### src/rtl/lps_pkg.sv
`default_nettype none

package lps_pkg;

    // Store geometry
    localparam int MAX_ITEMS = 1024;
    localparam int ADDR_W    = $clog2(MAX_ITEMS);
    localparam int CNT_W     = $clog2(MAX_ITEMS + 1);

    // Field widths
    localparam int TS_W       = 64;
    localparam int FRAC_W     = 17;
    localparam int FRAC_SHIFT = 16;
    localparam logic [FRAC_W-1:0] FRAC_RESET = FRAC_W'(32768);

    // Rank arithmetic widths
    localparam int PROD_W = CNT_W + FRAC_W;
    localparam int IDX_W  = PROD_W - FRAC_SHIFT + 1;

    // Controller states
    typedef enum logic [2:0] {
        ST_LOAD,
        ST_MUL,
        ST_IDX,
        ST_SCAN,
        ST_DECIDE,
        ST_FINISH
    } state_t;

    // Commands from controller to datapath
    typedef struct packed {
        logic load;     // item accepted this cycle
        logic mul;      // register count * fraction
        logic idx;      // form the clamped rank, initialise the search
        logic scan;     // at most one read of the store
        logic decide;   // settle one bit of the answer
        logic finish;   // result taken into the output stage, set cleared
    } cmd_t;

    // Status from datapath to controller
    typedef struct packed {
        logic count_zero;
        logic scan_done;
        logic last_bit;
    } stat_t;

endpackage

`default_nettype wire

### src/rtl/lps_ctrl.sv
`default_nettype none

module lps_ctrl (
    input  wire logic           aclk,
    input  wire logic           aresetn,
    input  wire logic           s_tvalid,
    input  wire logic           s_tlast,
    output logic                s_tready,
    input  wire logic           out_busy,
    input  wire lps_pkg::stat_t stat,
    output lps_pkg::cmd_t       cmd
);

    lps_pkg::state_t state_reg;
    lps_pkg::state_t state_next;

    // State register
    always_ff @(posedge aclk) begin
        if (!aresetn) begin
            state_reg <= lps_pkg::ST_LOAD;
        end else begin
            state_reg <= state_next;
        end
    end

    // Next state and commands
    always_comb begin
        state_next = state_reg;
        cmd        = '0;
        s_tready   = 1'b0;
        case (state_reg)
            lps_pkg::ST_LOAD: begin
                s_tready = 1'b1;
                cmd.load = s_tvalid;
                if (s_tvalid && s_tlast) begin
                    state_next = lps_pkg::ST_MUL;
                end
            end
            lps_pkg::ST_MUL: begin
                cmd.mul    = 1'b1;
                state_next = lps_pkg::ST_IDX;
            end
            lps_pkg::ST_IDX: begin
                cmd.idx = 1'b1;
                if (stat.count_zero) begin
                    state_next = lps_pkg::ST_FINISH;
                end else begin
                    state_next = lps_pkg::ST_SCAN;
                end
            end
            lps_pkg::ST_SCAN: begin
                cmd.scan = 1'b1;
                if (stat.scan_done) begin
                    state_next = lps_pkg::ST_DECIDE;
                end
            end
            lps_pkg::ST_DECIDE: begin
                cmd.decide = 1'b1;
                if (stat.last_bit) begin
                    state_next = lps_pkg::ST_FINISH;
                end else begin
                    state_next = lps_pkg::ST_SCAN;
                end
            end
            lps_pkg::ST_FINISH: begin
                // wait for the output stage to free up
                if (!out_busy) begin
                    cmd.finish = 1'b1;
                    state_next = lps_pkg::ST_LOAD;
                end
            end
            default: begin
                state_next = lps_pkg::ST_LOAD;
            end
        endcase
    end

endmodule

`default_nettype wire

### config.mk
export PLATFORM = sky130hd
export DESIGN_NAME = lps_ctrl
export DESIGN_NICKNAME = d
export VERILOG_FILES = /design/src/rtl/lps_pkg.sv /design/src/rtl/lps_ctrl.sv
export SDC_FILE = /design/constraint.sdc
export NUM_CORES = 1
export LEC_CHECK = 0
export ABC_AREA = 1
export BUFFER_PORTS_ARGS = -buffer_cell sky130_fd_sc_hd__clkbuf_2
export CAP_MARGIN = 20
export CORE_AREA = 4 4 41 43
export CTS_CLUSTER_DIAMETER = 40
export DETAILED_ROUTE_END_ITERATION = 7
export DIE_AREA = 0 0 45 47
export PLACE_DENSITY = 0.55
export SYNTH_ARGS = -nofsm -noshare
export SYNTH_HDL_FRONTEND = slang
export SYNTH_SLANG_ARGS = --single-unit
### constraint.sdc
create_clock -name aclk -period 1.3 [get_ports aclk]
set_input_delay 0.065 -clock aclk [delete_from_list [all_inputs] [get_ports aclk]]
set_output_delay 0.065 -clock aclk [all_outputs]
set_load 0.02 [all_outputs]
==> results by group <==
Run status
  • Outcome: completed

Routing
  • # DRC: 0
  • Via density per instance: 4.03
  • Post-DRT Antenna Nets: 0
  • WL/cell: 8.20 um
  • Final WL: 623 um
  • Router iterations before antenna repair: 4
  • Starting DRT DRC Count: 7
  • Vias: 306

Critical path
  • CP delay by family, top: flip-flops
  • Critical path class: flop to output pin
  • Critical path data arrival time: 1.10 ns
  • CP Max Fanout: 8
  • Critical Path End Type: output pin
  • Critical-path top delay cell: dfxtp_2
  • Crit path cell chain: inv_1 > and3_1 > clkbuf_2
  • CP peak stage delay: 0.42 ns
  • Worst Path Buf+Inv: 2
  • Setup crit start kind: flop
  • Crit path required time: 1.24 ns

Power and ir drop
  • Leakage Power: 0.212 nW
  • Total power: 0.459 mW
  • Max IR drop VDD: 0.423 mV
  • Power density cells: 1250 nW/um^2

Timing
  • Slew Viols, Final: 0
  • Max-Slew Margin vs Limit: 87.8%
  • TNS Setup: 0 ns
  • Fin. Hold Viols: 0
  • Final worst slack: 0.134 ns
  • Top achievable clock speed: 0.858 GHz
  • Slew at the pin with the worst max-slew slack: 0.183 ns
  • Layout Skew: 0.00231 ns
  • Final setup vio count: 0
  • Min Tclk post-route: 1.17 ns
  • Unrepaired setup endpoints after global routing: false
  • Crit share post-route: 89.7%
  • Hold_ws: 0.0740 ns

Synth
  • Top cells by area, synth: dfxtp_1 (22%), nor2_1 (11%), inv_1 (9.6%)
  • Sequential area share after synthesis: 22.0%
  • Synth Area per Inst: 6.06 um^2
  • Mapped Nets: 53
  • Synth cell types: 15
  • FF+latch count, synth: 3
  • Most common cell in the synthesized netlist: nor2_1
  • Post-synth EDFFs: 0
  • Synth top area share: 22.0%
  • Mapped Area: 273 um^2
  • Synth Flop Type: dfxtp_1
  • Async set-or-reset flop fraction in the synthesized netlist: 0%
  • Yosys top cell by area: dfxtp_1
  • Synth top cells by count: nor2_1 (8), inv_1 (7), nand2_1 (6), a21oi_1 (4)
  • Synth Instances: 45
  • Synth Warn #: 0

Global route
  • Grt total ovfl: 0
  • First-pass GRT wire length: 938 um
  • GRT Overall Usage: 6.31%
  • Largest net degree at the start of global routing: 10
  • Number of global-route vias before repair: 248
  • Initial antenna violation count: 0

Placement
  • Place WS: 0.118 ns
  • Placer congestion estimate: 0.749
  • Dpl cell area: 339 um^2
  • Cell total after placement: 72
  • DP HPWL: 530 um
  • PortBufs: 14

Final layout
  • Fin area: 368 um^2
  • Layout cell share with drive strength beyond 1: 42.6%
  • Nets@finish: 70
  • N_diodes: 0
  • Non-Filler Instances: 76
  • Max FFs per register: 3
  • Layout Utilization: 28.3%
  • Synth-to-layout area growth: 34.9%

Clocking
  • CTS max path bufs: 2
  • CTS clk-pin slew, worst paths: 0.04 ns
  • CTS root buf: clkbuf_4
  • Total CTS buffers: 3
  • H-tree depth: 1
  • Hold Buf Count CTS: 0
  • CTS tree: built
  • Clock net sink count: 3
  • Clock Latency Late Sink: 0.23 ns

Run
  • Max Cap Viol: 0

Die
  • FP Rows: 13
  • Ports: 15
  • Die W: 45 um
  • Die area: 2120 um^2
  • Core area: 1300 um^2
  • Starting Density: 21.0%
  • Die height: 47 um

Worst hold path
  • Hold crit path type: primary input to flop
-- tightest hold or removal path: stages --
cell and delay, ns:
clkbuf_2 0.08, inv_1 0.07, nor2_1 0.05
-- final cells by class --
| cell class | instances | area (um^2) |
|---|---|---|
| clock buffers | 4 | 26.3 |
| repair buffers | 14 | 70.1 |
| well taps | 15 | 18.8 |
| multi-input cells | 32 | 160 |
| flip-flops and latches | 3 | 62.6 |
| fillers | 168 | 933 |
| inverters | 8 | 30.0 |
-- placed cells by master, fill, tap and decap left out --
cell,n
nand2_2,2
nor2_4,1
nand3_1,3
nor2_2,2
nand2_1,6
inv_1,7
nor2_1,8
clkbuf_1,1
o21ai_0,2
nor3_1,2
and3_1,1
dfxtp_2,2
clkbuf_4,3
inv_2,1
a21oi_1,4
clkbuf_2,14
nand3_2,1
dfxtp_1,1
-- worst paths after layout --
check,start,endpoint,slack (ns),cells past startpoint
worst max-delay path,state_reg[2],cmd[5],0.13,3
worst min-delay path,aresetn,state_reg[2],0.07,3
worst max register to register,state_reg[0],state_reg[2],0.26,7
worst min register to register,state_reg[1],state_reg[1],0.64,4
-- where the power goes --
group          internal, mW  switching (mW)
Sequential            0.105          0.0230
Combinational        0.0632           0.105
Clock                 0.115          0.0468
-- cells by family (layout without fill, tap and decap cells) --
family	Yosys count	after routing	synth area share (%)
compound gates	6	6	11.0
buf+inv	10	26	19.3
flops	3	3	22.0
simple gates	26	26	47.7
-- routing by layer --
metal	vias up	wire, um	track usage (%)
met3	0	55	2.68
met2	11	285	8.76
met1	126	282	7.48
met5	-	0	0
met4	0	0	5.26
li1	169	-	-
-- what timing repair did --
item                       in CTS  in global routing
resized for setup               1                  1
setup endpoints to repair       2                  1
buffers inserted                0                  0
Power figures use the tool's default switching activity.
